[src/sv/chfm_pkg.sv]
// Package for the compass heading block: widths, binary-angle constants,
// register indexes, pipeline payload types and the arctangent table.
// Depends on nothing; every other file takes names from here.
package chfm_pkg;

  // Defaults for the top-level parameters.
  localparam int CORDIC_STEPS_DEF    = 16;
  localparam int SCALE_FRAC_BITS_DEF = 14;

  // Field widths.
  localparam int RAW_W     = 16;
  localparam int CFG_W     = 16;
  localparam int CFG_IDX_W = 8;
  localparam int HEAD_W    = 16;

  // Datapath widths: raw minus offset, corrected axis, CORDIC vector and angle.
  localparam int DIFF_W   = RAW_W + 1;
  localparam int CORR_W   = DIFF_W + CFG_W;
  localparam int PRESHIFT = 24;
  localparam int XY_W     = CORR_W + PRESHIFT + 3;
  localparam int ANG_W    = 32;
  localparam int PROD_W   = ANG_W + HEAD_W;
  localparam int TAB_LEN  = 24;

  // Binary-angle bases (a full turn is 2^32) and bearing constants.
  localparam logic [ANG_W-1:0]  ANG_90     = 32'h4000_0000;
  localparam logic [ANG_W-1:0]  ANG_270    = 32'hC000_0000;
  localparam logic [PROD_W-1:0] ROUND_HALF = PROD_W'(64'h8000_0000);
  localparam logic [HEAD_W-1:0] HEAD_TURN  = 16'd36000;
  localparam logic [HEAD_W-1:0] HEAD_SOUTH = 16'd18000;
  localparam logic [HEAD_W-1:0] HEAD_NORTH = 16'd0;

  // Configuration register indexes.
  typedef enum logic [CFG_IDX_W-1:0] {
    REG_OFFSET_X = 8'd0,
    REG_OFFSET_Y = 8'd1,
    REG_SCALE_X  = 8'd2,
    REG_SCALE_Y  = 8'd3
  } reg_idx_t;

  // Facts about the corrected sample that the final stage needs.
  typedef struct packed {
    logic cy_zero;
    logic cy_pos;
    logic cx_neg;
    logic cx_zero;
  } flags_t;

  // Payload that moves from cell to cell.
  typedef struct packed {
    logic [XY_W-1:0]  x;
    logic [XY_W-1:0]  y;
    logic [ANG_W-1:0] z;
    flags_t           flags;
  } vec_t;

  // atan(2^-i) in binary-angle units, rounded to nearest.
  function automatic logic [ANG_W-1:0] atan_entry(input int step);
    logic [ANG_W-1:0] a;
    case (step)
      0:       a = 32'h2000_0000;
      1:       a = 32'h12E4_051E;
      2:       a = 32'h09FB_385B;
      3:       a = 32'h0511_11D4;
      4:       a = 32'h028B_0D43;
      5:       a = 32'h0145_D7E1;
      6:       a = 32'h00A2_F61E;
      7:       a = 32'h0051_7C55;
      8:       a = 32'h0028_BE53;
      9:       a = 32'h0014_5F2F;
      10:      a = 32'h000A_2F98;
      11:      a = 32'h0005_17CC;
      12:      a = 32'h0002_8BE6;
      13:      a = 32'h0001_45F3;
      14:      a = 32'h0000_A2FA;
      15:      a = 32'h0000_517D;
      16:      a = 32'h0000_28BE;
      17:      a = 32'h0000_145F;
      18:      a = 32'h0000_0A30;
      19:      a = 32'h0000_0518;
      20:      a = 32'h0000_028C;
      21:      a = 32'h0000_0146;
      22:      a = 32'h0000_00A3;
      23:      a = 32'h0000_0051;
      default: a = '0;
    endcase
    return a;
  endfunction

endpackage

[src/sv/chfm_front.sv]
// Front end: hard-iron offset removal, gain multiply and CORDIC vector setup,
// three registered stages with per-stage handshake.
// Depends on chfm_pkg.
module chfm_front (
  input  logic                                 clk,
  input  logic                                 rst,
  input  logic                                 in_valid,
  output logic                                 in_ready,
  input  logic signed [chfm_pkg::RAW_W-1:0]    raw_x,
  input  logic signed [chfm_pkg::RAW_W-1:0]    raw_y,
  input  logic        [chfm_pkg::CFG_W-1:0]    offset_x,
  input  logic        [chfm_pkg::CFG_W-1:0]    offset_y,
  input  logic        [chfm_pkg::CFG_W-1:0]    scale_x,
  input  logic        [chfm_pkg::CFG_W-1:0]    scale_y,
  output logic                                 out_valid,
  input  logic                                 out_ready,
  output chfm_pkg::vec_t                       out_vec
);

  localparam int DW = chfm_pkg::DIFF_W;
  localparam int CW = chfm_pkg::CORR_W;
  localparam int XW = chfm_pkg::XY_W;

  logic                 v0, v1;
  logic                 rdy0, rdy1, rdy2;
  logic signed [DW-1:0] dx, dy;
  logic signed [CW-1:0] cx, cy;
  logic signed [DW+DW-1:0] cx_full, cy_full;
  logic signed [XW-1:0] cx_ext, cy_ext, vx, vy;
  chfm_pkg::flags_t     flags;
  chfm_pkg::vec_t       vec_next;

  // A stage takes a new transaction when it is empty or its contents move on.
  assign rdy2     = !out_valid || out_ready;
  assign rdy1     = !v1 || rdy2;
  assign rdy0     = !v0 || rdy1;
  assign in_ready = rdy0;

  // Corrected axes: the gain is unsigned, so it gets a zero sign bit.
  assign cx_full = dx * $signed({1'b0, scale_x});
  assign cy_full = dy * $signed({1'b0, scale_y});

  // Set up the vector so that its x component is non-negative.
  always_comb begin
    flags.cy_zero = (cy == '0);
    flags.cy_pos  = !cy[CW-1] && (cy != '0);
    flags.cx_neg  = cx[CW-1];
    flags.cx_zero = (cx == '0);
    cx_ext = XW'(cx);
    cy_ext = XW'(cy);
    vx = (cy[CW-1] ? -cy_ext : cy_ext) <<< chfm_pkg::PRESHIFT;
    vy = (flags.cy_pos ? cx_ext : -cx_ext) <<< chfm_pkg::PRESHIFT;
    vec_next.x     = vx;
    vec_next.y     = vy;
    vec_next.z     = '0;
    vec_next.flags = flags;
  end

  // Stage valid bits.
  always_ff @(posedge clk) begin
    if (rst) begin
      v0        <= 1'b0;
      v1        <= 1'b0;
      out_valid <= 1'b0;
    end else begin
      if (rdy0) v0 <= in_valid;
      if (rdy1) v1 <= v0;
      if (rdy2) out_valid <= v1;
    end
  end

  // Stage payloads.
  always_ff @(posedge clk) begin
    if (rdy0 && in_valid) begin
      dx <= DW'(raw_x) - DW'($signed(offset_x));
      dy <= DW'(raw_y) - DW'($signed(offset_y));
    end
    if (rdy1 && v0) begin
      cx <= cx_full[CW-1:0];
      cy <= cy_full[CW-1:0];
    end
    if (rdy2 && v1) begin
      out_vec <= vec_next;
    end
  end

endmodule

[config.mk]
export PLATFORM = sky130hd
export DESIGN_NAME = chfm_front
export DESIGN_NICKNAME = d
export VERILOG_FILES = /design/src/sv/chfm_pkg.sv /design/src/sv/chfm_front.sv
export SDC_FILE = /design/constraint.sdc
export NUM_CORES = 2
export LEC_CHECK = 0
export BUFFER_PORTS_ARGS = -buffer_cell sky130_fd_sc_hd__buf_2
export CORE_MARGIN = 2
export CORE_UTILIZATION = 50
export DETAILED_ROUTE_END_ITERATION = 8
export PLACE_DENSITY_LB_ADDON = 0.05
export SYNTH_ARGS = -nofsm -noshare
export SYNTH_HDL_FRONTEND = slang
export SYNTH_SLANG_ARGS = --single-unit
[constraint.sdc]
create_clock -name clk -period 6.55 [get_ports clk]
set_input_delay 1.31 -clock clk [delete_from_list [all_inputs] [get_ports clk]]
set_output_delay 1.31 -clock clk [all_outputs]
set_load 0.05 [all_outputs]
== Word-level counts from Yosys, hierarchy flattened ==
Cells that the tools add are included.

* $mul: 2
* Multiplexer cells: 2
* Add/subtract/negate cells: 4
* Reduce and logical (&&, ||, !) cells: 14

{| class="wikitable"
|+ Operator list
! kind !! number
|-
| $neg A33 Y36 || 2
|-
| $logic_not A33 Y1 || 2
|-
| $mul A17 B17 Y33 || 2
|-
| $mux W36 || 1
|-
| $sub A16 B16 Y17 || 2
|-
| $reduce_bool A33 Y1 || 1
|-
| $mux W32 || 1
|-
| $logic_and A1 B1 Y1 || 4
|-
| $logic_not A1 Y1 || 4
|-
| $logic_or A1 B1 Y1 || 3
|}

* Register bits after elaboration: 179
* Word-level logic and storage cells: 36
* Output and inout port bits: 158

== Longest topological paths before layout ==
* Depth after elaboration: 5
* Depth in mapped cells: 23

== Worst setup path before layout ==
No wires, ideal clock.

* Path type: input port to flip-flop
* From: input scale_y[9] (netlist name)
* To: register cy[30], data pin
* Buffers on the path: 2
* Slack: -477 ps
* Stages on the path: 19
* Required time: 6289 ps
* Library setup time: 261 ps
* Arrival: 6766 ps
* Cells stage by stage: clkbuf_1 clkbuf_1 nand2_1 fa_1 inv_1 fa_1 fa_1 fa_1 fa_1 inv_1 fa_1 inv_1 ha_1 a21oi_1 o21ai_0 a2111oi_0 or3_1 a41oi_1 a311o_1

* Word-level cells in the longest chain between the ends: 1

{| class="wikitable"
|+ RTL lines
! item !! line !! RTL
|-
| start: declaration || chfm_front.sv:14 || <nowiki>input logic [chfm_pkg::CFG_W-1:0] scale_y,</nowiki>
|-
| $mul A17 B17 Y33 || chfm_front.sv:41 || <nowiki>assign cy_full = dy * $signed({1'b0, scale_y});</nowiki>
|-
| named net cy_full[30] || chfm_front.sv:28 || <nowiki>logic signed [DW+DW-1:0] cx_full, cy_full;</nowiki>
|-
| end signal: assignment || chfm_front.sv:80 || <nowiki>cy <= cy_full[CW-1:0];</nowiki>
|-
| end: declaration || chfm_front.sv:27 || <nowiki>logic signed [CW-1:0] cx, cy;</nowiki>
|}

The timed path passes the listed nets, and every way through them passes these cells.
A chain may end at the register's enable or synchronous reset.

== Worst setup path in the final report ==
* From: input scale_x[4] (netlist name)
* To: register cx[31], data pin

* Word-level cells in the longest chain between the ends: 1

{| class="wikitable"
|+ RTL lines
! item !! line !! RTL
|-
| start: declaration || chfm_front.sv:13 || <nowiki>input logic [chfm_pkg::CFG_W-1:0] scale_x,</nowiki>
|-
| $mul A17 B17 Y33 || chfm_front.sv:40 || <nowiki>assign cx_full = dx * $signed({1'b0, scale_x});</nowiki>
|-
| named net cx_full[31] || chfm_front.sv:28 ||
|-
| end signal: assignment || chfm_front.sv:79 || <nowiki>cx <= cx_full[CW-1:0];</nowiki>
|-
| end: declaration || chfm_front.sv:27 ||
|}

The timed path passes the listed nets, and every way through them passes these cells.

==> metrics <==
via count 21300; Synth Warn # 0; clock buffer count from CTS 17; Synth area leader fa_1; Clock Sinks 179; Die X-Extent 249 um; Post-Synth Adder-Cell Area 0.453; Critical Path AT 6.67 ns; top post-synthesis cells by area fa_1 (37%), edfxtp_1 (18%), inv_1 (9.4%); unrepaired setup endpoints after global routing false; overall routing resource usage 0.228; initial antenna violation count 0; worst slew pin tran 1.23 ns; Skew-Pair Late Insertion Delay 0.47 ns; die height 249 um; Site Rows 89; DR iter-0 viols 1037; ANT cells 0; H-tree depth 4; compound-gate portion of the synthesized area 0.0595; Antenna Violating Nets Remaining 0; Relative slew margins 0.181; WL/cell 15.7 um; I/O pin count 258; ys flop type edfxtp_1; CP endpoint kind flip-flop; syn avg cell area 9.60 um2; # placed instances 4229; Required @ worst endpoint 6.81 ns; Slew Limit Fails 0; WS Path Type primary input to flip-flop; Routed WL 67100 um; clk slew on worst S/H paths 0.07 ns; Placed Area 0.0331 mm2; global-route wire length before repair 114000 um; nets@finish 4336; Hold Path Origin cy[0]; Final Hold Viols 0; Syn Inst Count 3121; DRC viols 0; Reg2Reg Capture Point cx[31]; post-cts hold buffer count 0; Crit Path Max Fanout 11; Netlist Area Pre-Place 0.0300 mm2; gr ovfl total 0; sequential share of the synthesized area 0.178; Synth Area in XOR/XNOR 0.0409; share of post-route cells with drive strength above 1 0.154; post-synth top area share 0.367; CTS tree yes; pin count of the biggest net entering global routing 77; number of max-cap violations 0; final period utilization 0.979; mux cell area share after synthesis 0.00180; Layout area overhead 13.7%; core area 0.0591 mm2; Fmax 0.156 GHz; largest family of logic cells by synthesized area adder cells; Post-Route Skew 0.0104 ns; DR vias/cell 5.00; hold path endpoint out_vec[120]; placer congestion estimate 0.872; Max Root-Sink Buffers 2; # port buffers 177; Critical Path Source Type primary input; post-synthesis async set-or-reset flop share 0; cells on worst reg2reg path 20; hold slack 0.538 ns; Hold Path Class flip-flop to flip-flop; Synth Register Bits 179; Post-synth EDFFs 176; final cell count without fillers 4267; Reg-to-Reg Start dx[10]; Util after Layout 0.576; CTS root buffer clkbuf_16; setup slack, reg-to-reg 0.32 ns; fin area 0.0341 mm2; Initial Util 0.507; most common cell in the netlist inv_1; Tmin final 6.41 ns; Post-synth top cells inv_1 (752), fa_1 (550), nand2_1 (334); Synth Area in Simple Gates 0.141; drt pass-1 iters 5; final setup fails 0; Synth cell types 65; hpwl dp 57400 um; status finished clean; full die area 0.0619 mm2; vias in the first global route 22800; hold depth 0
-- state kept, by name, summed over array words and instances (netlist names) --
register	count
cx	33
cy	33
dx	17
dy	17
out_valid	1
out_vec	76
v0	1
v1	1
-- repair_timing --
action                     in CTS  in global routing
buffers inserted                1                  5
pin swaps                       7                 36
gates resized for setup         6                 76
setup endpoints to repair       2                 20
-- through the flow --
stage | TNS (ns) | setup slack [ns]
after detailed placement | -10.32 | -0.605
after global routing | 0 | 0.000716
after global placement | -8.11 | -0.432
after CTS | 0 | 0.00666
after floorplan | -0.173 | -0.0928
final | 0 | 0.140
-- worst max path at each step --
stage,startpoint,to
after detailed placement,scale_x[2],cx[31]
after global routing,scale_y[4],cy[31]
after floorplan,scale_y[9],cy[30]
final,scale_x[4],cx[31]
after CTS,scale_x[2],cx[31]
after global placement,scale_y[2],cy[26]
-- logic make-up after synthesis --
family | count (synthesis)
DFF | 179
AOI/OAI and AO/OA | 281
muxes | 5
and+or+nand+nor | 843
other | 1
xor gates and xnor gates | 140
buffers and inverters | 917
adders and majority gates | 755
-- cell usage in the layout, fill, tap and decap left out, types with 7 or more instances in the layout --
cell type / netlist / layout
nand4_1: 8 / 8
o21a_1: 20 / 20
conb_1: 1 / 83
nand2b_1: 11 / 11
xnor2_1: 97 / 97
a21o_1: 22 / 22
o21ai_0: 71 / 64
buf_2: 0 / 161
and2_1: 270 / 264
nand2_1: 334 / 333
fa_1: 550 / 545
or4_1: 8 / 7
nor2b_1: 16 / 15
inv_2: 1 / 11
or3_1: 16 / 14
a21oi_1: 77 / 70
edfxtp_1: 176 / 176
nor2_1: 91 / 91
a31oi_1: 13 / 10
nor3_1: 32 / 31
clkbuf_16: 0 / 17
nand3_1: 22 / 21
xor2_1: 43 / 43
a21oi_2: 0 / 7
a211oi_1: 15 / 9
ha_4: 0 / 10
inv_1: 752 / 742
clkbuf_4: 0 / 7
o31ai_1: 9 / 9
ha_1: 205 / 193
buf_4: 80 / 248
-- metal layers --
layer | vias to the layer above | global-route usage | part of all wire
met5 | - | 0 | 0
met4 | 0 | 0.0509 | 0.015
met3 | 70 | 0.0286 | 0.041
met2 | 446 | 0.380 | 0.48
met1 | 10800 | 0.319 | 0.46
li1 | 10100 | - | -
-- layout make-up --
cell class | count | area [um2]
Fill cell | 5244 | 25100
Multi-Input combinational cell | 2107 | 21600
Sequential cell | 179 | 5350
Inverter | 753 | 2830
Timing Repair Buffer | 423 | 2820
Tap cell | 773 | 967
Clock buffer | 19 | 433
Clock inverter | 13 | 136
-- critical path, stage by stage --
cell      delay (ns)
buf_4           0.16
and2_1          0.17
fa_1            0.59
inv_2           0.10
fa_1            0.59
inv_2           0.09
fa_1            0.49
inv_1           0.05
fa_1            0.56
fa_1            0.43
fa_1            0.50
inv_1           0.04
ha_1            0.30
a21o_1          0.20
a21o_1          0.18
a21oi_2         0.18
nor2b_1         0.08
buf_4           0.13
a21o_1          0.16
a311oi_2        0.33
Power is left out: the tool's default activity adds up to more than one toggle a clock period on the data nets, which glitch-free logic cannot reach.
