### config.mk
export PLATFORM = sky130hd
export DESIGN_NAME = chfm_back
export DESIGN_NICKNAME = d
export VERILOG_FILES = /design/src/sv/chfm_pkg.sv /design/src/sv/chfm_back.sv
export SDC_FILE = /design/constraint.sdc
export NUM_CORES = 1
export LEC_CHECK = 0
export BUFFER_PORTS_ARGS = -buffer_cell sky130_fd_sc_hd__buf_2
export CAP_MARGIN = 20
export CORE_ASPECT_RATIO = 1.4
export CORE_MARGIN = 2
export CORE_UTILIZATION = 50
export CTS_CLUSTER_SIZE = 14
export DETAILED_ROUTE_END_ITERATION = 12
export MAX_ROUTING_LAYER = met4
export PLACE_DENSITY_LB_ADDON = 0.08
export SLEW_MARGIN = 20
export SYNTH_ARGS = -nofsm -noshare
export SYNTH_HDL_FRONTEND = slang
export SYNTH_SLANG_ARGS = --single-unit
export TNS_END_PERCENT = 30
### constraint.sdc
create_clock -name clk -period 5.9 [get_ports clk]
set_clock_uncertainty 0.1 [all_clocks]
set_input_delay 0 -clock clk [delete_from_list [all_inputs] [get_ports clk]]
set_output_delay 0 -clock clk [all_outputs]
set_load 0.03 [all_outputs]
### src/sv/chfm_pkg.sv
// Package for the compass heading block: widths, binary-angle constants,
// register indexes, pipeline payload types and the arctangent table.
// Depends on nothing; every other file takes names from here.
package chfm_pkg;

  // Defaults for the top-level parameters.
  localparam int CORDIC_STEPS_DEF    = 16;
  localparam int SCALE_FRAC_BITS_DEF = 14;

  // Field widths.
  localparam int RAW_W     = 16;
  localparam int CFG_W     = 16;
  localparam int CFG_IDX_W = 8;
  localparam int HEAD_W    = 16;

  // Datapath widths: raw minus offset, corrected axis, CORDIC vector and angle.
  localparam int DIFF_W   = RAW_W + 1;
  localparam int CORR_W   = DIFF_W + CFG_W;
  localparam int PRESHIFT = 24;
  localparam int XY_W     = CORR_W + PRESHIFT + 3;
  localparam int ANG_W    = 32;
  localparam int PROD_W   = ANG_W + HEAD_W;
  localparam int TAB_LEN  = 24;

  // Binary-angle bases (a full turn is 2^32) and bearing constants.
  localparam logic [ANG_W-1:0]  ANG_90     = 32'h4000_0000;
  localparam logic [ANG_W-1:0]  ANG_270    = 32'hC000_0000;
  localparam logic [PROD_W-1:0] ROUND_HALF = PROD_W'(64'h8000_0000);
  localparam logic [HEAD_W-1:0] HEAD_TURN  = 16'd36000;
  localparam logic [HEAD_W-1:0] HEAD_SOUTH = 16'd18000;
  localparam logic [HEAD_W-1:0] HEAD_NORTH = 16'd0;

  // Configuration register indexes.
  typedef enum logic [CFG_IDX_W-1:0] {
    REG_OFFSET_X = 8'd0,
    REG_OFFSET_Y = 8'd1,
    REG_SCALE_X  = 8'd2,
    REG_SCALE_Y  = 8'd3
  } reg_idx_t;

  // Facts about the corrected sample that the final stage needs.
  typedef struct packed {
    logic cy_zero;
    logic cy_pos;
    logic cx_neg;
    logic cx_zero;
  } flags_t;

  // Payload that moves from cell to cell.
  typedef struct packed {
    logic [XY_W-1:0]  x;
    logic [XY_W-1:0]  y;
    logic [ANG_W-1:0] z;
    flags_t           flags;
  } vec_t;

  // atan(2^-i) in binary-angle units, rounded to nearest.
  function automatic logic [ANG_W-1:0] atan_entry(input int step);
    logic [ANG_W-1:0] a;
    case (step)
      0:       a = 32'h2000_0000;
      1:       a = 32'h12E4_051E;
      2:       a = 32'h09FB_385B;
      3:       a = 32'h0511_11D4;
      4:       a = 32'h028B_0D43;
      5:       a = 32'h0145_D7E1;
      6:       a = 32'h00A2_F61E;
      7:       a = 32'h0051_7C55;
      8:       a = 32'h0028_BE53;
      9:       a = 32'h0014_5F2F;
      10:      a = 32'h000A_2F98;
      11:      a = 32'h0005_17CC;
      12:      a = 32'h0002_8BE6;
      13:      a = 32'h0001_45F3;
      14:      a = 32'h0000_A2FA;
      15:      a = 32'h0000_517D;
      16:      a = 32'h0000_28BE;
      17:      a = 32'h0000_145F;
      18:      a = 32'h0000_0A30;
      19:      a = 32'h0000_0518;
      20:      a = 32'h0000_028C;
      21:      a = 32'h0000_0146;
      22:      a = 32'h0000_00A3;
      23:      a = 32'h0000_0051;
      default: a = '0;
    endcase
    return a;
  endfunction

endpackage

### src/sv/chfm_back.sv
// Back end: adds the quadrant base to the CORDIC angle, scales binary angle to
// hundredths of a degree, rounds, wraps and handles the zero-Y cases.
// Depends on chfm_pkg.
module chfm_back (
  input  logic                         clk,
  input  logic                         rst,
  input  logic                         in_valid,
  output logic                         in_ready,
  input  chfm_pkg::vec_t               in_vec,
  output logic                         out_valid,
  input  logic                         out_ready,
  output logic [chfm_pkg::HEAD_W-1:0]  heading
);

  localparam int AW = chfm_pkg::ANG_W;
  localparam int PW = chfm_pkg::PROD_W;
  localparam int HW = chfm_pkg::HEAD_W;

  logic          va;
  logic          rdy_a, rdy_b;
  logic [AW-1:0] base, angle, bearing;
  logic [PW-1:0] prod, prod_a, rounded;
  logic          cy_zero_a, cx_neg_a;
  logic [HW-1:0] h, heading_next;

  assign rdy_b    = !out_valid || out_ready;
  assign rdy_a    = !va || rdy_b;
  assign in_ready = rdy_a;

  // Bearing in binary angle; an axis-aligned X contributes no arctangent.
  always_comb begin
    base    = in_vec.flags.cy_pos ? chfm_pkg::ANG_270 : chfm_pkg::ANG_90;
    angle   = in_vec.flags.cx_zero ? '0 : in_vec.z;
    bearing = base + angle;
    prod    = PW'(bearing) * PW'(chfm_pkg::HEAD_TURN);
  end

  // Round to nearest, wrap a full turn to zero, and cover the zero-Y case.
  always_comb begin
    rounded = prod_a + chfm_pkg::ROUND_HALF;
    h       = rounded[PW-1:AW];
    if (cy_zero_a) begin
      heading_next = cx_neg_a ? chfm_pkg::HEAD_SOUTH : chfm_pkg::HEAD_NORTH;
    end else if (h >= chfm_pkg::HEAD_TURN) begin
      heading_next = chfm_pkg::HEAD_NORTH;
    end else begin
      heading_next = h;
    end
  end

  always_ff @(posedge clk) begin
    if (rst) begin
      va        <= 1'b0;
      out_valid <= 1'b0;
    end else begin
      if (rdy_a) va <= in_valid;
      if (rdy_b) out_valid <= va;
    end
  end

  always_ff @(posedge clk) begin
    if (rdy_a && in_valid) begin
      prod_a    <= prod;
      cy_zero_a <= in_vec.flags.cy_zero;
      cx_neg_a  <= in_vec.flags.cx_neg;
    end
    if (rdy_b && va) begin
      heading <= heading_next;
    end
  end

endmodule

=== Yosys cells after proc, flatten, opt, wreduce, memory -nomap -nowiden ===
Cells that the tools add are included.

* Register bits after elaboration: 63
* Bits in latches: 0
* Bits in writable memories: 0
* Memory bits (read-only): 0
* Output and inout bits: 18
* Logic and storage cells: 21
* Memories: 0

* Add/subtract/negate cells: 2
* $mul: 1
* Divide/modulo/power cells: 0
* $lt $le $gt $ge: 1
* Equality and inequality tests: 0
* Shifts and indexed selects: 0
* Multiplexer cells: 5
* Bitwise logic cells: 0
* Reductions and logical operators: 6

{| class="wikitable"
|+ Operators by type and width
! kind !! count
|-
| two-way mux 32 bit || 2
|-
| adder 48 x 32 -> 48 bit, second input constant || 1
|-
| multiplier 32 x 11 -> 43 bit, second input constant || 1
|-
| adder 32 bit || 1
|-
| two-way mux 16 bit || 2
|-
| >= comparator 16 bit, second input constant || 1
|-
| two-way mux 15 bit || 1
|-
| logical AND 1 bit || 2
|-
| logical NOT 1 bit || 2
|-
| logical OR 1 bit || 2
|}

=== Longest topological paths before layout ===
Gate-level depths: netlist of the first run.

* Word-level depth: 4
* Gate-level depth with buffers: 22

=== Worst setup path before layout of the first run ===
No wires, ideal clock.

* Path kind: input to register
* Start: input port in_vec[0] (netlist name)
* End: register prod_a[40], data pin
* Library setup time: 0.260 ns
* Arrival: 4.883 ns
* Data required time: 5.540 ns
* Setup slack: 0.657 ns
* Cell stages on the path: 20
* Buffers on the path: 4
* Cells stage by stage: clkbuf_1 > clkbuf_1 > buf_1 > nor2b_1 > ha_1 > ha_1 > fa_1 > fa_1 > inv_1 > fa_1 > inv_1 > ha_1 > a21oi_1 > o211ai_1 > a211oi_1 > nand4b_1 > and3_1 > clkbuf_1 > a221oi_2 > xnor2_1

* Cells in the longest elaborated chain, start to end: 3

{| class="wikitable"
|+ Ends and longest elaborated chain
! element !! RTL line !! RTL
|-
| start, declared || chfm_back.sv:9 || <nowiki>input chfm_pkg::vec_t in_vec,</nowiki>
|-
| two-way mux 32 bit || chfm_back.sv:33 || <nowiki>angle = in_vec.flags.cx_zero ? '0 : in_vec.z;</nowiki>
|-
| adder 32 bit || chfm_back.sv:34 || <nowiki>bearing = base + angle;</nowiki>
|-
| multiplier 32 x 11 -> 43 bit || chfm_back.sv:35 || <nowiki>prod = PW'(bearing) * PW'(chfm_pkg::HEAD_TURN);</nowiki>
|-
| net prod[40] || chfm_back.sv:22 || <nowiki>logic [PW-1:0] prod, prod_a, rounded;</nowiki>
|-
| end signal, assigned || chfm_back.sv:63 || <nowiki>prod_a <= prod;</nowiki>
|-
| end, declared || chfm_back.sv:22 ||
|}

The timed path passes the listed nets, and every way through them passes these cells.
A chain may end at the register's enable or synchronous reset.

=== Final worst setup path of the first run ===
Same ends and word-level chain as after synthesis.

==> results.yml, run 1 <==
grt:
  grt_pass1_wl_mm: 30.0
  grt_max_degree: 22
  overflow: 0
  antenna_found_initial: 0
  grt_pass1_vias: 6499
  grtUsageTotal: 0.227
sta:
  fin_setup_tns_ns: 0
  hold_viol_final: 0
  slew_violations: 0
  fmax_mhz: 197
  final.min_clock_period_ns: 5.07
  rsz0062_at_grt: "false"
  slew-limit-headroom: 0.420
  min_period_over_period: 0.860
  tightest_slew_ns: 0.869
  finalSetupViolCount: 0
synthesis:
  ys.flop_type: "edfxtp_1"
  ys_seq_elements: 37
  synth_compound_area_frac: 0.105
  ys_warn_count: 0
  yosys.cell_types.count: 63
  yosysTopAreaCellShare: 0.203
  yosys.area_share.simple: 0.182
  synth_top_family_by_area: "adder cells"
  synth_area_um2: 7800
  synth_top_area_cell: "fa_1"
  ys_seq_area_frac: 0.140
  yosysMostFrequentCell: "ha_1"
  muxShareOfSynthArea: 0.00144
  synthXorXnorAreaFrac: 0.101
  yosys-top-cells-count: "119 x ha_1, 117 x inv_1, 79 x fa_1, 71 x nor2_1, 57 x xnor2_1"
  synth_area_leaders: "fa_1 20%, ha_1 19%, edfxtp_1 13%"
  synth_fa_ha_area_frac: 0.393
  synth-edff-count: 35
  syn_area_per_cell_um2: 8.91
  ys_async_sr_fraction: 0
  syn-num-nets: 1234
  synthCells: 876
placement:
  gp_congestion: 0.903
  dpl.hpwl_mm: 14.7
  io_buffers: 57
  dpl_cell_area_um2: 8280
worst_setup_path:
  r2r_cells: 8
  reg2reg_from: "prod_a[32]"
  cp_max_fo: 18
  crit_type: "in2reg"
  cp-end-kind: "flip-flop"
  r2r_end: "heading[8]"
  required_ns: 5.82
  crit_arrival_ns: 5.00
  r2r_setup_slack_ns: 3.28
  crit_end: "prod_a[40]"
  crit_path_start_kind: "primary input"
  startpoint: "in_vec[0]"
cts:
  numCtsBuffers: 5
  h-tree-depth: 2
  clock_latency_ns: 0.28
  cts_tree: "yes"
  cts.sinks: 37
  cts_buffer_depth: 2
  post_cts_buffers: 0
  path_clk_slew_ns: 0.05
  root_buffer: "clkbuf_16"
cells_and_area:
  drive_gt1_frac: 0.106
  syn_to_final_growth_pct: 8.58
  design_area_um2: 8470
  final_nets: 1278
  diodes: 0
hold_path:
  whs_path_depth: 4
  min_path_type: "in2reg"
die:
  fp.coreArea_um2: 15400
  fp.dieW_um: 110
  fp.dieH_um: 152
  die_area_um2: 16600
  pin_count: 178
  num_rows: 54
  start_util: 0.507
drt:
  drt_iter0_markers: 228
  num_vias: 6075
  via_per_inst: 5.44
  drc_errors: 0
  wl_per_cell_um: 15.4
  wl_mm: 17.2
  firstDrtPassIters: 4
  drtAntennaViolNets: 0
job:
  drv_cap: 0
pwr:
  p_per_area_nw_per_um2: 276
  peakVddDrop_uv: 218
  p_leak_uw: 0.00405
status:
  status: "finished clean"
-- power by group --
group	switching, uW	total, uW	internal, uW
Clock	92.7	261	168
Sequential	75.1	470	395
Combinational	956	1610	653
-- worst min-delay path by stage --
stage | from | to
final | out_ready | va
after global routing | out_ready | va
after CTS | out_ready | va
after detailed placement | rst | out_valid
after global placement | rst | va
after floorplan | rst | out_valid
-- layer usage --
metal | share of wire | global-route usage | vias up | wire [um]
met5 | 0 | - | - | 0
met4 | 0.017 | 0.0434 | 0 | 289
met3 | 0.016 | 0.0129 | 21 | 276
met2 | 0.55 | 0.424 | 70 | 9400
met1 | 0.42 | 0.263 | 2944 | 7210
li1 | - | - | 3040 | -
-- registers in the layout (all words and copies together), names as in the netlist --
register and flops:
va 1, cy_zero_a 1, cx_neg_a 1, prod_a 17
heading 16, out_valid 1
-- placed cells by master, fill, tap and decap left out, types with 8 or more instances in the layout --
| master | n |
|---|---|
| xor2_1 | 33 |
| nor2b_1 | 39 |
| o211ai_1 | 8 |
| buf_4 | 14 |
| nor3_2 | 9 |
| nand2_1 | 52 |
| and3_1 | 8 |
| a21o_1 | 9 |
| buf_2 | 57 |
| o21ai_0 | 23 |
| and2_1 | 8 |
| xnor2_1 | 57 |
| edfxtp_1 | 35 |
| inv_1 | 117 |
| nand3_1 | 24 |
| nor3_1 | 13 |
| nor2_1 | 71 |
| nand4_1 | 21 |
| a21oi_1 | 38 |
| fa_1 | 79 |
| ha_1 | 119 |
-- cells by family after synthesis --
kind of cell             Yosys count
multiplexers                       1
AO/OA/AOI/OAI                    123
buffers and inverters            156
AND/OR/NAND/NOR                  271
flip-flops                        37
adder cells (fa/ha/maj)          198
XOR/XNOR                          90
-- cell type report --
class	count	area (um2)
well taps	196	245
fillers	1467	6930
repair buffers	76	440
multi-input cells	683	6110
clock buffers	8	146
inverters	117	439
flip-flops and latches	37	1090
-- what timing repair did --
item,in CTS,in global routing
resized for setup,0,0
hold endpoints to repair,4,0
endpoints found under the setup margin,0,0
hold buffers,5,0
-- metrics by stage --
| stage | cells | power (uW) | setup slack [ns] | util | hold slack (ns) |
|---|---|---|---|---|---|
| finish | 1117 | 2340 | 0.826 | 0.550 | 0.00515 |
| global route | 1117 | 2610 | 0.494 | 0.550 | 0.0384 |
| CTS | 1117 | 2370 | 0.782 | 0.550 | 0.00729 |
| detailed placement | 1104 | 2090 | 0.480 | 0.537 | 0.0789 |
| global placement | 1104 | 2070 | 0.528 | 0.537 | 0.0727 |
| floorplan | 876 | 1710 | 0.657 | - | -0.0276 |
-- critical path: stages --
cell      delay [ns]
buf_2           0.23
nor2b_1         0.49
ha_1            0.33
ha_1            0.33
fa_1            0.51
fa_1            0.56
inv_1           0.06
fa_1            0.53
inv_1           0.04
ha_1            0.32
a21oi_1         0.20
o211ai_1        0.13
a211oi_1        0.32
nand4b_1        0.22
and3_1          0.32
a221oi_2        0.29
xnor2_1         0.11
Note: power is estimated with default switching activity, not from simulation.
==> inputs of run 2 (changes only) <==
==> constraint.sdc (replaced) <==
create_clock -name clk -period 5.9 [get_ports clk]
set_clock_uncertainty 0.1 [all_clocks]
set_input_delay 0.295 -clock clk [delete_from_list [all_inputs] [get_ports clk]]
set_output_delay 0.295 -clock clk [all_outputs]
set_load 0.03 [all_outputs]
==> results.yml, run 2 (synthesis gave the netlist of run 1 again) <==
cells_and_area:
  fillers: 1441
  seqCellArea_um2: 1090
  regMostFlops: "prod_a"
  multi_input_area_um2: 6110
  mostFrequentLayoutCells: "119 x ha_1, 117 x inv_1, 79 x fa_1"
  diodes: 0
  final_util: 0.549
  syn_to_final_growth_pct: 8.39
  drive_gt1_frac: 0.110
  largestRegisters: "prod_a (17), heading (16)"
  final_common_cell: "ha_1"
  largest_reg_flops: 17
  final_nets: 1276
cts:
  cts_buffer_depth: 2
  cts.sinks: 37
  cts_resized: 0
  post_cts_buffers: 0
  clock_latency_ns: 0.27
  h-tree-depth: 2
  path_clk_slew_ns: 0.05
  numCtsBuffers: 5
  root_buffer: "clkbuf_16"
  cts_hold_buffers: 0
  cts_tree: "yes"
pwr:
  peakVddDrop_uv: 137
  p_per_area_nw_per_um2: 276
  p_leak_uw: 0.00404
grt:
  grt_pass1_vias: 6470
  grtUsageMet3: 0.0150
  grt_pass1_wl_mm: 29.7
  use_met1: 0.256
  overflow: 0
  use_met2: 0.420
  antenna_found_initial: 0
  grt.busiest_layer: "met2"
  grt_max_degree: 42
  grtUsageTotal: 0.225
sta:
  min_period_over_period: 0.893
  slew-limit-headroom: 0.405
  final.min_clock_period_ns: 5.27
  rsz0062_at_grt: "false"
  fmax_mhz: 190
  finalSetupViolCount: 0
  hold_viol_final: 0
  fin_setup_tns_ns: 0
  tightest_slew_ns: 0.893
  slew_violations: 0
worst_setup_path:
  cp_max_fo: 12
  critPathBufInv: 3
  cp-end-kind: "flip-flop"
  crit_path_start_kind: "primary input"
  crit_chain: "buf_2 > nor2b_1 > ha_1 > ha_1 > fa_1 > fa_1 > inv_1 > fa_1 > inv_1 > ha_1 > a21oi_1 > o211ai_1 > a211oi_1 > nand4b_1 > and3_1 > a221oi_2 > xnor2_1"
  startpoint: "in_vec[0]"
  required_ns: 5.82
  cpPeakStageDelay_ns: 0.55
  cp.depth: 17
  r2r_setup_slack_ns: 3.28
  reg2reg_from: "prod_a[31]"
  r2r_cells: 8
  crit_slowest_cell: "fa_1"
  critical-path-top-delay-family: "adder cells"
  crit_arrival_ns: 5.19
  crit_type: "in2reg"
drt:
  wl_mm: 17.2
  drc_errors: 0
  wl_per_cell_um: 15.5
  num_vias: 6089
  drtAntennaViolNets: 0
  via_per_inst: 5.46
  firstDrtPassIters: 4
  drt_iter0_markers: 235
hold_path:
  min_path_type: "in2reg"
  whs_path_depth: 2
  hold_start: "rst"
die:
  fp.coreArea_um2: 15400
  fp.dieW_um: 110
  die_area_um2: 16600
  fp.dieH_um: 152
  pin_count: 178
  start_util: 0.507
  num_rows: 54
placement:
  io_buffers: 57
  gp_congestion: 0.903
  dpl.hpwl_mm: 14.7
job:
  drv_cap: 0
status:
  status: "finished clean"
[run 2: final timing paths]
kind                                    to
worst max register to register  heading[8]
worst min-delay path             out_valid
worst max-delay path            prod_a[40]
worst min register to register   out_valid
[run 2: cell type report]
| type | instances | share of cell area |
|---|---|---|
| Multi-Input combinational cell | 683 | 0.722 |
| Sequential cell | 37 | 0.129 |
| Inverter | 117 | 0.0519 |
| Timing Repair Buffer | 74 | 0.0503 |
| Tap cell | 196 | 0.0290 |
| Clock buffer | 8 | 0.0173 |
[run 2: worst register-to-register path, stage by stage, from the launching register on]
cell and delay [ns]:
edfxtp_1 0.38, ha_1 0.23, and3_4 0.24, and2_4 0.17
nand3_2 0.09, o31a_1 0.26, a221o_2 0.41, a21oi_4 0.38
nor3_2 0.10
[run 2: metal layers]
layer,up-vias,routed length [um]
met5,-,0
met4,0,354
met3,28,297
met2,74,9400
met1,2948,7190
li1,3039,-
[run 2: through the flow]
step	instance area, um2	hold WS [ns]	cells	power (uW)	worst slack, ns
2_1_floorplan	7800	0.267	876	1710	0.362
3_3_place_gp	8310	0.368	1107	2070	0.270
3_5_place_dp	8310	0.377	1107	2090	0.233
4_1_cts	8460	0.0890	1115	2360	0.523
5_1_grt	8460	0.0991	1115	2600	0.324
6_report	8460	0.0897	1115	2330	0.631
[run 2: where the power goes]
part | total, uW | switching (uW) | internal (uW)
clock network | 259 | 90.7 | 168
logic | 1600 | 954 | 650
registers | 471 | 75.9 | 395
==> inputs of run 3 (changes only) <==
CORE_MARGIN = 10   (was 2)
==> results.yml, run 3 (synthesis gave the netlist of run 1 again) <==
grt:
  grt_max_degree: 31
  grt_pass1_wl_mm: 30.7
  antenna_found_initial: 0
  grtUsageTotal: 0.176
  overflow: 0
  grt_pass1_vias: 6572
cts:
  cts_tree: "yes"
  h-tree-depth: 2
  cts_buffer_depth: 2
  numCtsBuffers: 5
  root_buffer: "clkbuf_16"
  post_cts_buffers: 0
  path_clk_slew_ns: 0.05
  cts_hold_buffers: 0
  clock_latency_ns: 0.28
  cts.sinks: 37
  cts_resized: 0
drt:
  num_vias: 6099
  wl_per_cell_um: 16.1
  drt_iter0_markers: 231
  wl_mm: 17.9
  via_per_inst: 5.47
  drtAntennaViolNets: 0
  firstDrtPassIters: 5
  drc_errors: 0
worst_setup_path:
  required_ns: 5.82
  cp_max_fo: 11
  crit_arrival_ns: 5.26
  crit_type: "in2reg"
  crit_path_start_kind: "primary input"
  cp-end-kind: "flip-flop"
cells_and_area:
  multi_input_area_um2: 6110
  diodes: 0
  syn_to_final_growth_pct: 8.29
  largest_reg_flops: 17
  final_util: 0.546
  seqCellArea_um2: 1090
  final_nets: 1276
  mostFrequentLayoutCells: "119 x ha_1, 117 x inv_1, 79 x fa_1"
  regMostFlops: "prod_a"
  fillers: 1470
  final_common_cell: "ha_1"
  largestRegisters: "prod_a (17), heading (16)"
  drive_gt1_frac: 0.111
placement:
  place_ws_ns: 0.221
  io_buffers: 57
  gp_congestion: 0.914
  dpl.hpwl_mm: 15.5
hold_path:
  min_path_type: "in2reg"
sta:
  fin_hold_ws_ns: 0.0804
  fmax_mhz: 187
  rsz0062_at_grt: "false"
  tightest_slew_ns: 0.816
  min_period_over_period: 0.905
  fin_setup_tns_ns: 0
  setup_ws_ns: 0.561
  hold_viol_final: 0
  final.min_clock_period_ns: 5.34
  slew-limit-headroom: 0.456
  slew_violations: 0
  finalSetupViolCount: 0
die:
  pin_count: 178
  fp.coreArea_um2: 15500
  die_area_um2: 21100
  start_util: 0.504
  fp.dieH_um: 168
  num_rows: 54
  fp.dieW_um: 126
pwr:
  totalPowerFinal_uw: 2340
  p_leak_uw: 0.00404
  peakVddDrop_uv: 142
  p_per_area_nw_per_um2: 277
status:
  status: "finished clean"
job:
  drv_cap: 0
[run 3: cell types whose count changed in the layout (fill, tap and decap cells not counted), sizes merged]
cell    delta
clkbuf     -2
clkinv     +2
[run 3: final cells by class]
class	instances	area share
Clock buffer	6	0.0153
Multi-Input combinational cell	683	0.723
Timing Repair Buffer	74	0.0503
Sequential cell	37	0.129
Inverter	117	0.0520
Tap cell	196	0.0290
Clock inverter	2	0.00118
[run 3: per-stage QoR]
stage	instance area [um2]	instances
after floorplan	7800	876
after global placement	8310	1107
after detailed placement	8310	1107
after CTS	8450	1115
after global routing	8450	1115
final	8450	1115
[run 3: where the power goes]
| group | internal [uW] | switching (uW) |
|---|---|---|
| Sequential | 395 | 77.7 |
| Combinational | 653 | 963 |
| Clock | 155 | 93.9 |
[run 3: critical path, cell delays in order]
cell,delay (ns)
buf_2,0.22
nor2b_1,0.46
ha_1,0.33
ha_1,0.32
fa_1,0.51
fa_1,0.55
inv_1,0.06
fa_1,0.53
inv_1,0.04
ha_1,0.32
a21oi_1,0.20
o211ai_1,0.12
a211oi_1,0.32
nand4b_1,0.23
and3_1,0.33
a221oi_2,0.29
xnor2_1,0.11
[run 3: final timing paths]
path         startpoint          to  slack (ns)  depth (start not counted)
min                 rst   out_valid        0.08                          2
max           in_vec[0]  prod_a[40]        0.56                         17
max reg2reg  prod_a[33]  heading[0]        3.28                          7
min reg2reg          va   out_valid        0.42                          2
[run 3: metal layers]
| metal | global-route usage | vias up | wire [um] |
|---|---|---|---|
| met2 | 0.343 | 77 | 9900 |
| met1 | 0.183 | 2965 | 7290 |
| met3 | 0.0145 | 19 | 351 |
| li1 | - | 3038 | - |
| met5 | - | - | 0 |
| met4 | 0.0462 | 0 | 385 |
