<file path="src/sv/chfm_pkg.sv">
// Package for the compass heading block: widths, binary-angle constants,
// register indexes, pipeline payload types and the arctangent table.
// Depends on nothing; every other file takes names from here.
package chfm_pkg;

  // Defaults for the top-level parameters.
  localparam int CORDIC_STEPS_DEF    = 16;
  localparam int SCALE_FRAC_BITS_DEF = 14;

  // Field widths.
  localparam int RAW_W     = 16;
  localparam int CFG_W     = 16;
  localparam int CFG_IDX_W = 8;
  localparam int HEAD_W    = 16;

  // Datapath widths: raw minus offset, corrected axis, CORDIC vector and angle.
  localparam int DIFF_W   = RAW_W + 1;
  localparam int CORR_W   = DIFF_W + CFG_W;
  localparam int PRESHIFT = 24;
  localparam int XY_W     = CORR_W + PRESHIFT + 3;
  localparam int ANG_W    = 32;
  localparam int PROD_W   = ANG_W + HEAD_W;
  localparam int TAB_LEN  = 24;

  // Binary-angle bases (a full turn is 2^32) and bearing constants.
  localparam logic [ANG_W-1:0]  ANG_90     = 32'h4000_0000;
  localparam logic [ANG_W-1:0]  ANG_270    = 32'hC000_0000;
  localparam logic [PROD_W-1:0] ROUND_HALF = PROD_W'(64'h8000_0000);
  localparam logic [HEAD_W-1:0] HEAD_TURN  = 16'd36000;
  localparam logic [HEAD_W-1:0] HEAD_SOUTH = 16'd18000;
  localparam logic [HEAD_W-1:0] HEAD_NORTH = 16'd0;

  // Configuration register indexes.
  typedef enum logic [CFG_IDX_W-1:0] {
    REG_OFFSET_X = 8'd0,
    REG_OFFSET_Y = 8'd1,
    REG_SCALE_X  = 8'd2,
    REG_SCALE_Y  = 8'd3
  } reg_idx_t;

  // Facts about the corrected sample that the final stage needs.
  typedef struct packed {
    logic cy_zero;
    logic cy_pos;
    logic cx_neg;
    logic cx_zero;
  } flags_t;

  // Payload that moves from cell to cell.
  typedef struct packed {
    logic [XY_W-1:0]  x;
    logic [XY_W-1:0]  y;
    logic [ANG_W-1:0] z;
    flags_t           flags;
  } vec_t;

  // atan(2^-i) in binary-angle units, rounded to nearest.
  function automatic logic [ANG_W-1:0] atan_entry(input int step);
    logic [ANG_W-1:0] a;
    case (step)
      0:       a = 32'h2000_0000;
      1:       a = 32'h12E4_051E;
      2:       a = 32'h09FB_385B;
      3:       a = 32'h0511_11D4;
      4:       a = 32'h028B_0D43;
      5:       a = 32'h0145_D7E1;
      6:       a = 32'h00A2_F61E;
      7:       a = 32'h0051_7C55;
      8:       a = 32'h0028_BE53;
      9:       a = 32'h0014_5F2F;
      10:      a = 32'h000A_2F98;
      11:      a = 32'h0005_17CC;
      12:      a = 32'h0002_8BE6;
      13:      a = 32'h0001_45F3;
      14:      a = 32'h0000_A2FA;
      15:      a = 32'h0000_517D;
      16:      a = 32'h0000_28BE;
      17:      a = 32'h0000_145F;
      18:      a = 32'h0000_0A30;
      19:      a = 32'h0000_0518;
      20:      a = 32'h0000_028C;
      21:      a = 32'h0000_0146;
      22:      a = 32'h0000_00A3;
      23:      a = 32'h0000_0051;
      default: a = '0;
    endcase
    return a;
  endfunction

endpackage

</file>
<file path="src/sv/chfm_cordic_cell.sv">
// One CORDIC vectoring cell: a fixed shift by its step number, one add and
// one subtract on the vector, and the step's arctangent into the angle.
// Depends on chfm_pkg for the payload type and the arctangent table.
module chfm_cordic_cell #(
  parameter int STEP = 0
) (
  input  logic            clk,
  input  logic            rst,
  input  logic            in_valid,
  output logic            in_ready,
  input  chfm_pkg::vec_t  in_vec,
  output logic            out_valid,
  input  logic            out_ready,
  output chfm_pkg::vec_t  out_vec
);

  localparam int XW = chfm_pkg::XY_W;
  localparam logic [chfm_pkg::ANG_W-1:0] ANGLE = chfm_pkg::atan_entry(STEP);

  logic signed [XW-1:0] x, y, dx, dy;
  chfm_pkg::vec_t       vec_next;

  assign in_ready = !out_valid || out_ready;

  // Rotate toward the x axis; arithmetic shifts round toward minus infinity.
  always_comb begin
    x  = in_vec.x;
    y  = in_vec.y;
    dx = y >>> STEP;
    dy = x >>> STEP;
    vec_next.flags = in_vec.flags;
    if (!y[XW-1]) begin
      vec_next.x = x + dx;
      vec_next.y = y - dy;
      vec_next.z = in_vec.z + ANGLE;
    end else begin
      vec_next.x = x - dx;
      vec_next.y = y + dy;
      vec_next.z = in_vec.z - ANGLE;
    end
  end

  always_ff @(posedge clk) begin
    if (rst) begin
      out_valid <= 1'b0;
    end else if (in_ready) begin
      out_valid <= in_valid;
    end
  end

  always_ff @(posedge clk) begin
    if (in_ready && in_valid) begin
      out_vec <= vec_next;
    end
  end

endmodule

</file>
<file path="config.mk">
export PLATFORM = sky130hd
export DESIGN_NAME = chfm_cordic_cell
export DESIGN_NICKNAME = d
export VERILOG_FILES = /design/src/sv/chfm_pkg.sv /design/src/sv/chfm_cordic_cell.sv
export SDC_FILE = /design/constraint.sdc
export NUM_CORES = 1
export LEC_CHECK = 0
export ABC_AREA = 1
export BUFFER_PORTS_ARGS = -buffer_cell sky130_fd_sc_hd__buf_2
export CAP_MARGIN = 20
export CELL_PAD_IN_SITES_DETAIL_PLACEMENT = 2
export CELL_PAD_IN_SITES_GLOBAL_PLACEMENT = 2
export CORE_MARGIN = 1
export CORE_UTILIZATION = 32
export CTS_BUF_LIST = sky130_fd_sc_hd__clkbuf_8
export DETAILED_ROUTE_END_ITERATION = 10
export HOLD_SLACK_MARGIN = 0.05
export PLACE_DENSITY_LB_ADDON = 0.15
export SYNTH_ARGS = -nofsm -noshare
export SYNTH_HDL_FRONTEND = slang
export SYNTH_SLANG_ARGS = --single-unit
</file>
<file path="constraint.sdc">
create_clock -name clk -period 11.8 [get_ports clk]
set_input_delay 1.18 -clock clk [delete_from_list [all_inputs] [get_ports clk]]
set_output_delay 1.18 -clock clk [all_outputs]
set_load 0.1 [all_outputs]
</file>
======== Yosys cells after proc, flatten, opt, wreduce, memory -nomap -nowiden ========
Index checks and enable logic that the tools add are counted.
storage, ports and cells
  register bits ........................... 157
  latch bits .............................. 0
  RAM bits ................................ 0
  ROM bits ................................ 0
  output and inout port bits .............. 158
  logic and storage cells ................. 17
  memories kept ........................... 0
operators by class
  add/sub/neg operators ................... 5
  multiply operators ...................... 0
  div/mod/pow operators ................... 0
  order comparisons ....................... 0
  eq/ne operators ......................... 0
  shift operators ......................... 0
  muxes and demuxes ....................... 1
  bitwise gates (word level) .............. 0
  reduce and logical (&&, ||, !) cells .... 3
operators with widths
  operator                                             number
  2-to-1 mux 152 bit                                   1
  subtractor 60 bit                                    2
  adder 60 bit                                         1
  adder 32 x 30 -> 32 bit, second input constant       1
  subtractor 32 x 30 -> 32 bit, second input constant  1
  logical AND 1 bit                                    1
  logical NOT 1 bit                                    1
  logical OR 1 bit                                     1

======== Logic depth before layout (Yosys ltp) ========
Gate-level depths: netlist of run 1.
  word-level depth ........................ 3
  mapped depth ............................ 18
  gate-level depth less buffers ........... 17

======== Worst setup path after synthesis of run 1 ========
No wires, ideal clock.
  path type ............................... input -> register
  start ................................... input in_valid
  end ..................................... register out_vec[0] (netlist name), enable pin
  library setup time ...................... 0.719 ns
  data arrival time ....................... 8.674 ns
  required time ........................... 11.081 ns
  slack ................................... 2.407 ns
  stages on the path ...................... 2
  path buffers ............................ 0
  cells stage by stage .................... inv_1 -> a21oi_1
between the ends
  cells in the longest elaborated chain, start to end .. 1
RTL lines
  element               line                    RTL
  start, declared       chfm_cordic_cell.sv:9   input logic in_valid,
  logical AND 1 bit     chfm_cordic_cell.sv:52  if (in_ready && in_valid) begin
  end signal, assigned  chfm_cordic_cell.sv:53  out_vec <= vec_next;
  end, declared         chfm_cordic_cell.sv:14  output chfm_pkg::vec_t out_vec
No other way between the ends.
A chain may end at the register's enable or synchronous reset.

==> results of run 1 <==
[cell families after synthesis]
| group | count (synthesis) | synth area share |
|---|---|---|
| and+or+nand+nor | 2073 | 0.409 |
| buffers and inverters | 893 | 0.165 |
| AOI/OAI and AO/OA | 349 | 0.0847 |
| adders and majority gates | 197 | 0.113 |
| DFF | 156 | 0.212 |
| xor gates and xnor gates | 41 | 0.0163 |
[layer usage]
| layer | vias up | GRT usage | part of all wire |
|---|---|---|---|
| met2 | 651 | 0.511 | 0.45 |
| met1 | 12400 | 0.422 | 0.47 |
| met5 | - | 0 | 0.00012 |
| met4 | 2 | 0.0933 | 0.028 |
| met3 | 113 | 0.0302 | 0.045 |
| li1 | 11900 | - | - |
[per-stage QoR]
| step | std cells | hold WS, ns |
|---|---|---|
| CTS | 4851 | 0.548 |
| finish | 4853 | 0.542 |
| detailed placement | 4819 | 0.533 |
| global route | 4853 | 0.607 |
| floorplan | 3709 | 1.25 |
| global placement | 4819 | 0.526 |
[cells in the final DEF, fill, tap and decap left out, drive strengths merged]
master / netlist / final
o21bai: 22 / 22
nand3: 289 / 289
a21oi: 176 / 176
nand2: 1439 / 1439
edfxtp: 155 / 155
clkinvlp: 0 / 2
bufinv: 0 / 2
xor2: 39 / 39
dfxtp: 1 / 1
nor4: 1 / 1
inv: 807 / 815
clkbuf: 16 / 17
diode: 0 / 2
a21o: 2 / 2
xnor2: 2 / 2
fa: 4 / 4
o21ai: 120 / 120
nor3: 27 / 27
and2: 8 / 8
clkinv: 2 / 5
o21a: 4 / 4
a31oi: 7 / 7
buf: 68 / 321
or2: 2 / 2
nand4: 59 / 59
o22ai: 14 / 14
nor2: 244 / 244
a21boi: 4 / 4
ha: 193 / 193
nand3b: 4 / 4
[final cells by class]
cell class,instances,area share
multi-input cells,2660,0.558
flip-flops and latches,156,0.190
inverters,809,0.124
repair buffers,321,0.0663
well taps,873,0.0444
clock buffers,17,0.00951
clock inverters,15,0.00819
diodes,2,0.000203
[worst max path at each step]
stage | startpoint | end | slack (ns)
floorplan | in_valid | out_vec[0] | 2.41
global placement | in_vec[53] | out_vec[90] | 7.84
detailed placement | in_vec[53] | out_vec[90] | 7.77
CTS | in_vec[53] | out_vec[90] | 8.42
global route | in_vec[53] | out_vec[90] | 8.19
finish | in_vec[55] | out_vec[79] | 8.33
[power groups by stage]
stage               Combinational [mW]  Sequential (mW)  Clock [mW]
global placement                  1.47            0.719           0
global route                      1.61            0.713       0.522
floorplan                        0.653             1.13           0
CTS                               1.50            0.709       0.507
finish                            1.51            0.708       0.493
detailed placement                1.49            0.722           0
[flip-flops by register name, indices dropped and copies added, names as in the netlist]
signal,flops
out_vec,155
out_valid,1
[critical path: cells and delay by family]
| kind | cells | cell delay, ns |
|---|---|---|
| AND/OR/NAND/NOR | 11 | 1.79 |
| buffers and inverters | 2 | 0.14 |
| adder cells (fa/ha/maj) | 1 | 0.68 |
==> out/summary.txt, run 1 <==
outcome = finished clean
class of the tightest hold or removal check = reg2reg
maximum vdd drop = 0.0000611 V
setup repair after global routing missed its margin = false
nature of the critical path startpoint = input port
vertical die dimension = 264 µm
number of input and output port buffers inserted = 317
pre-CTS WS = 7.77 ns
launch instance of the worst register-to-register path = out_valid
area of all sequential standard cells = 0.00467 mm²
Global Route Usage Sum = 0.309
Clk pwr share = 0.182
post-route standard cell area excluding fillers = 0.0246 mm²
fillers = 8,812
startpoint of the lowest-slack hold path = out_valid
total chip power = 2.71 mW
count of flip-flops with a built-in enable after synthesis = 155
number of design-rule violations left by the first detailed-router iteration = 1,397
net count of the finished layout = 4,322
total length of routed wires = 108 mm
buffer depth of the longest clock path = 2
Synth Flop Type = sky130_fd_sc_hd__edfxtp_1
number of maximum-capacitance constraint violations = 0
number of warning messages in the yosys log = 0
routability congestion estimate = 0.930
crit path capture type = flip-flop
final sum of negative setup slack = 0 ns
Setup violations, final = 0
worst skew pair latency = 0.61 ns
internal power = 1.20 mW
Hold Path Cell Cnt = 2
Max FO, Critical Path = 9
routed length per instance = 22.3 µm
number of hold violations in the final report = 0
detailed-route vias per instance = 5.15
Critical Path, Cell by Cell = buf_2 > inv_1 > ha_1 > nand2_1 > nor2_2 > nand2_1 > nor2_1 > nand2_1 > nand2_1 > nand2_1 > nand2_1 > nand2_1 > nand3_1 > nand2_1
Register-to-Register Path Depth = 2
largest area contributor in the netlist = sky130_fd_sc_hd__nand2_1
HPWL Detailed = 93.7 mm
Cell Rows = 95
top achievable clock speed = 0.288 GHz
slowest stage delay, CP = 0.68 ns
total grt overflow = 0
first-pass GRT wire length = 161 mm
data arrival time of the worst path = 3.82 ns
portion of the clock cycle consumed by the worst path in the final layout = 0.294
max-slew violations = 0
starting density of the core = 0.326
via count of the first global-routing pass = 26,400
fraction of power spent switching nets = 0.558
Final min period = 3.47 ns
CTS H-tree lvls = 4
ys async rst share = 0
power share of the combinational group = 0.557
worst slew slack as a fraction of its limit = 0.340
sequential fraction of the synthesis area = 0.212
proportion of netlist area held by the largest area contributor = 0.238
syn avg cell area = 5.94 µm²
number of synthesized register bits = 156
via count = 25,000
CTS tree = built
r2r setup slk = 9.93 ns
total clock buffers created by CTS = 17
number of nets with antenna violations after routing = 0
placed cell areas = 0.0242 mm²
cell area after synthesis = 0.0220 mm²
most instantiated cells after synthesis = sky130_fd_sc_hd__nand2_1 (1,398), sky130_fd_sc_hd__inv_1 (775), sky130_fd_sc_hd__nand3_1 (277)
end point of the worst hold path = out_valid
LEAKAGE = 14.0 nW
cell with the most instances after synthesis = sky130_fd_sc_hd__nand2_1
required time at the endpoint of the critical path = 12.14 ns
DIE WIDTH = 264 µm
library cell contributing the largest single delay on the critical path = sky130_fd_sc_hd__ha_1
largest net degree at the start of global routing = 150
Critical Path Most Common Cell = sky130_fd_sc_hd__nand2_1
# clock sinks = 156
area growth from synthesis to final layout = 11.7%
Hold-fix buffers, CTS = 0
critical path type = in2reg
power density normalized to cell area = 110 mW/mm²
clock slew at the register clock pins of the worst setup and hold paths = 0.10 ns
net switching power = 1.51 mW
worst-margin pin slew = 0.990 ns
total DRC errors in the routed layout = 0
share of layout cells above drive strength 1 = 0.138
area of the die = 0.0699 mm²
area of the multi-input gates = 0.0137 mm²
reg2reg end = out_vec[54]
number of antenna violations at the first check in global routing = 5
count of cells resized by post-cts repair = 0
sequential power share = 0.261
buffer cell driving the clock tree root = sky130_fd_sc_hd__clkbuf_8
Pre-antenna DRT Iters = 5
Final Core Density = 0.364
largest cells by area after synthesis = sky130_fd_sc_hd__nand2_1 (24%), sky130_fd_sc_hd__edfxtp_1 (21%), sky130_fd_sc_hd__inv_1 (13%), sky130_fd_sc_hd__ha_1 (11%), sky130_fd_sc_hd__nand3_1 (6.3%)
final worst-path setup slack = 8.33 ns
Core Region = 0.0676 mm²
Post-CTS Setup Inserts = 0
count of cell types in the netlist = 43
number of instances in the synthesized netlist = 3,709
top-level port count = 318
Worst Skew = 0.0341 ns
Post-Synthesis Net Count = 4,066
No activity file was read; power rests on OpenSTA's default activity.
==> run 2, diff against run 1 <==
--- a/config.mk
+++ b/config.mk
@@ -5,13 +5,13 @@
 export SDC_FILE = /design/constraint.sdc
 export NUM_CORES = 1
 export LEC_CHECK = 0
-export ABC_AREA = 1
+export ABC_AREA = 0
 export BUFFER_PORTS_ARGS = -buffer_cell sky130_fd_sc_hd__buf_2
 export CAP_MARGIN = 20
 export CELL_PAD_IN_SITES_DETAIL_PLACEMENT = 2
 export CELL_PAD_IN_SITES_GLOBAL_PLACEMENT = 2
 export CORE_MARGIN = 1
-export CORE_UTILIZATION = 32
+export CORE_UTILIZATION = 34
 export CTS_BUF_LIST = sky130_fd_sc_hd__clkbuf_8
 export DETAILED_ROUTE_END_ITERATION = 10
 export HOLD_SLACK_MARGIN = 0.05
==> constraint.sdc (replaced) <==
create_clock -name clk -period 3.43 [get_ports clk]
set_input_delay 0.343 -clock clk [delete_from_list [all_inputs] [get_ports clk]]
set_output_delay 0.343 -clock clk [all_outputs]
set_load 0.1 [all_outputs]
==> run 2 against run 1 <==
  * Sequential share of layout area up 1.8 points
  * Clock skew decreased by 0.0043 ns
  * Largest cell class unchanged
  * Final area down 8.8%
  * Count of clock-buffer cells in the layout stayed put
  * Via count fell by 25%
  * Wire length shrank 18%
  * Worst setup slack got worse by 8.3 ns
  * Worst hold slack worse by 0.30 ns
  * Synthesized cell count decreased by 49%
==> out/summary.txt, run 2 <==
Post-Synthesis Net Count = 2,255 (was 4,066)
count of flip-flops with a built-in enable after synthesis = 155 (unchanged)
portion of the clock cycle consumed by the worst path in the final layout = 0.993
routability congestion estimate = 0.933 (was 0.930)
pre-CTS WS = -0.875 ns (was 7.77 ns)
crit path capture type = flip-flop (unchanged)
flip-flop count of the largest register, all copies and words added = 155 (unchanged)
largest cells by area after synthesis = sky130_fd_sc_hd__edfxtp_1 (29%), sky130_fd_sc_hd__ha_1 (15%), sky130_fd_sc_hd__a21oi_1 (7.8%), sky130_fd_sc_hd__xnor2_1 (5.9%), sky130_fd_sc_hd__inv_1 (4.3%) (was sky130_fd_sc_hd__nand2_1 (24%), sky130_fd_sc_hd__edfxtp_1 (21%), sky130_fd_sc_hd__inv_1 (13%), sky130_fd_sc_hd__ha_1 (11%), sky130_fd_sc_hd__nand3_1 (6.3%))
number of hold violations in the final report = 0 (unchanged)
HPWL Detailed = 67.2 mm (was 93.7 mm)
routed length per instance = 27.2 µm (was 22.3 µm)
most common cell after layout, fill and taps aside = sky130_fd_sc_hd__buf_4 (was sky130_fd_sc_hd__nand2_1)
total chip power = 9.65 mW (was 2.71 mW)
Setup violations, final = 0 (unchanged)
Worst Skew = 0.0298 ns (was 0.0341 ns)
Global Route Usage Sum = 0.363 (was 0.309)
Clk pwr share = 0.170 (was 0.182)
largest area contributor in the netlist = sky130_fd_sc_hd__edfxtp_1 (was sky130_fd_sc_hd__nand2_1)
fraction of power spent switching nets = 0.525 (was 0.558)
Pre-antenna DRT Iters = 5 (unchanged)
share of layout cells above drive strength 1 = 0.327 (was 0.138)
final worst-path setup slack = 0.0256 ns (was 8.33 ns)
vertical die dimension = 219 µm (was 264 µm)
ys async rst share = 0 (unchanged)
proportion of netlist area held by the largest area contributor = 0.291 (was 0.238)
number of maximum-capacitance constraint violations = 0 (unchanged)
Synth Flop Type = sky130_fd_sc_hd__edfxtp_1 (unchanged)
via count = 18,600 (was 25,000)
number of input and output port buffers inserted = 317 (unchanged)
total DRC errors in the routed layout = 0 (unchanged)
power density normalized to cell area = 430 mW/mm² (was 110 mW/mm²)
max-slew violations = 0 (unchanged)
cell family with most CP delay = compound AO/OA/AOI/OAI gates (was simple AND/OR/NAND/NOR gates)
buffer depth of the longest clock path = 2 (unchanged)
top-level port count = 318 (unchanged)
number of design-rule violations left by the first detailed-router iteration = 1,377 (was 1,397)
number of synthesized register bits = 156 (unchanged)
data arrival time of the worst path = 3.76 ns (was 3.82 ns)
sequential power share = 0.263 (was 0.261)
worst hold margin = 0.245 ns (was 0.542 ns)
number of nets with antenna violations after routing = 0 (unchanged)
net count of the finished layout = 2,983 (was 4,322)
outcome = finished clean (unchanged)
most instantiated cells after synthesis = sky130_fd_sc_hd__a21oi_1 (249), sky130_fd_sc_hd__ha_1 (193), sky130_fd_sc_hd__inv_1 (183) (was sky130_fd_sc_hd__nand2_1 (1,398), sky130_fd_sc_hd__inv_1 (775), sky130_fd_sc_hd__nand3_1 (277))
Critical Path, Cell by Cell = buf_8 > clkinvlp_4 > fa_2 > nor4_4 > buf_4 > nand2_4 > nand3_4 > buf_6 > o31a_1 > a311oi_2 > o41a_1 > o21ai_4 > a21oi_4 > o41ai_4 > mux2i_1 > xor2_1 (was buf_2 > inv_1 > ha_1 > nand2_1 > nor2_2 > nand2_1 > nor2_1 > nand2_1 > nand2_1 > nand2_1 > nand2_1 > nand2_1 > nand3_1 > nand2_1)
Max FO, Critical Path = 3 (was 9)
required time at the endpoint of the critical path = 3.79 ns (was 12.14 ns)
maximum vdd drop = 0.000330 V (was 0.0000611 V)
Final min period = 3.40 ns
setup repair after global routing missed its margin = true (was false)
met2 wire length = 43.6 mm (was 49.1 mm)
nature of the critical path startpoint = input port (unchanged)
CTS tree = built (unchanged)
worst-margin pin slew = 0.915 ns (was 0.990 ns)
sequential fraction of the synthesis area = 0.292 (was 0.212)
detailed-route vias per instance = 5.73 (was 5.15)
count of cell types in the netlist = 80 (was 43)
registers with the most flip-flops = out_vec: 155 flops, out_valid: 1 flops (unchanged)
fillers = 5,243 (was 8,812)
count of buffering cells on the critical path with inverters included = 4 (was 2)
wire length on met3 = 4.99 mm (was 4.86 mm)
slowest stage delay, CP = 0.52 ns (was 0.68 ns)
final cell count without fillers = 3,249 (was 4,853)
area growth from synthesis to final layout = 40.4% (was 11.7%)
total grt overflow = 0 (unchanged)
most frequent cells in the layout = sky130_fd_sc_hd__buf_4 (435), sky130_fd_sc_hd__buf_2 (313), sky130_fd_sc_hd__a21oi_1 (245), sky130_fd_sc_hd__ha_1 (188), sky130_fd_sc_hd__inv_1 (179) (was sky130_fd_sc_hd__nand2_1 (1,398), sky130_fd_sc_hd__inv_1 (774), sky130_fd_sc_hd__buf_2 (316), sky130_fd_sc_hd__nand3_1 (277), sky130_fd_sc_hd__ha_1 (193))
cell with the most instances after synthesis = sky130_fd_sc_hd__a21oi_1 (was sky130_fd_sc_hd__nand2_1)
class of the tightest hold or removal check = in2reg (was reg2reg)
Inst Count DP = 3,172 (was 4,819)
clock slew at the register clock pins of the worst setup and hold paths = 0.13 ns (was 0.10 ns)
via count of the first global-routing pass = 20,300 (was 26,400)
total length of routed wires = 88.4 mm (was 108 mm)
library cell contributing the largest single delay on the critical path = sky130_fd_sc_hd__o41a_1 (was sky130_fd_sc_hd__ha_1)
net switching power = 5.07 mW (was 1.51 mW)
DIE WIDTH = 219 µm (was 264 µm)
starting density of the core = 0.344 (was 0.326)
CTS H-tree lvls = 4 (unchanged)
largest net degree at the start of global routing = 142 (was 150)
top achievable clock speed = 0.294 GHz
Met1 Routed Length = 36.8 mm (was 51.1 mm)
first-pass GRT wire length = 130 mm (was 161 mm)
total clock buffers created by CTS = 17 (unchanged)
Cell Rows = 79 (was 95)
number of instances in the synthesized netlist = 1,898 (was 3,709)
number of warning messages in the yosys log = 0 (unchanged)
worst skew pair latency = 0.61 ns (about the same)
cell area after synthesis = 0.0160 mm² (was 0.0220 mm²)
register with the highest flop count = out_vec (unchanged)
power share of the combinational group = 0.567 (was 0.557)
syn avg cell area = 8.42 µm² (was 5.94 µm²)
# clock sinks = 156 (unchanged)
critical path type = in2reg (unchanged)
Core Region = 0.0465 mm² (was 0.0676 mm²)
Max Used Layer = met5 (unchanged)
area of the die = 0.0479 mm² (was 0.0699 mm²)
buffer cell driving the clock tree root = sky130_fd_sc_hd__clkbuf_8 (unchanged)
final sum of negative setup slack = 0 ns (unchanged)
internal power = 4.58 mW (was 1.20 mW)
number of antenna violations at the first check in global routing = 2 (was 5)
LEAKAGE = 10.5 nW (was 14.0 nW)
worst slew slack as a fraction of its limit = 0.374 (was 0.340)
## run 2: layout make-up
class,count,area [µm²],area share
diodes,3,7.51,0.000335
multi-input cells,1465,10500,0.468
inverters,192,724,0.0323
well taps,607,759,0.0338
flip-flops and latches,156,4670,0.208
clock inverters,15,188,0.00836
repair buffers,794,5350,0.238
clock buffers,17,234,0.0104
## run 2: final timing paths
check,startpoint,slack [ns],to,cells after the start
setup / recovery,in_vec[37],0.03,out_vec[152],16
hold / removal,in_vec[35],0.24,out_vec[35],3
setup reg to reg,out_valid,1.37,out_vec[66],3
hold reg to reg,out_valid,1.18,out_valid,3
## run 2: layer usage
metal / GRT usage / vias to the layer above
li1: - / 8285
met1: 0.444 / 9444
met2: 0.632 / 712
met3: 0.0570 / 175
met4: 0.144 / 2
met5: 0 / -
## run 2: repair_timing
action / in CTS / in global routing
endpoints found under the setup margin: 11 / 48
hold endpoints to repair: 36 / 0
resized for setup: 7 / 57
hold buffers: 37 / 0
buffers inserted: 0 / 6
pin swaps: 0 / 15
## run 2: logic make-up (layout without fill, tap and decap cells)
kind of cell | after synthesis | in the layout | synth area share
buffers and inverters | 277 | 1018 | 0.0676
DFF | 156 | 156 | 0.292
other | 0 | 3 | 0
adders and majority gates | 197 | 197 | 0.156
muxes | 32 | 32 | 0.0201
AOI/OAI and AO/OA | 653 | 653 | 0.261
and+or+nand+nor | 465 | 465 | 0.138
xor gates and xnor gates | 118 | 118 | 0.0647
## run 2: per-stage QoR
stage | utilization | instance area (µm²)
floorplan | - | 16000
global placement | 0.459 | 21300
detailed placement | 0.459 | 21300
CTS | 0.476 | 22100
global route | 0.483 | 22400
finish | 0.483 | 22400
## run 2: tightest hold or removal path: cells and delay by family
family                 cells  cell delay [ns]
XOR/XNOR                   2             0.32
buffers and inverters      1             0.09
## run 2: power groups by stage
stage | clock network [mW] | logic (mW) | registers, mW
after global routing | 1.71 | 5.68 | 2.55
final | 1.64 | 5.47 | 2.54
after global placement | 0 | 5.04 | 2.55
after detailed placement | 0 | 5.19 | 2.57
after floorplan | 0 | 1.69 | 4.18
after CTS | 1.64 | 5.27 | 2.52
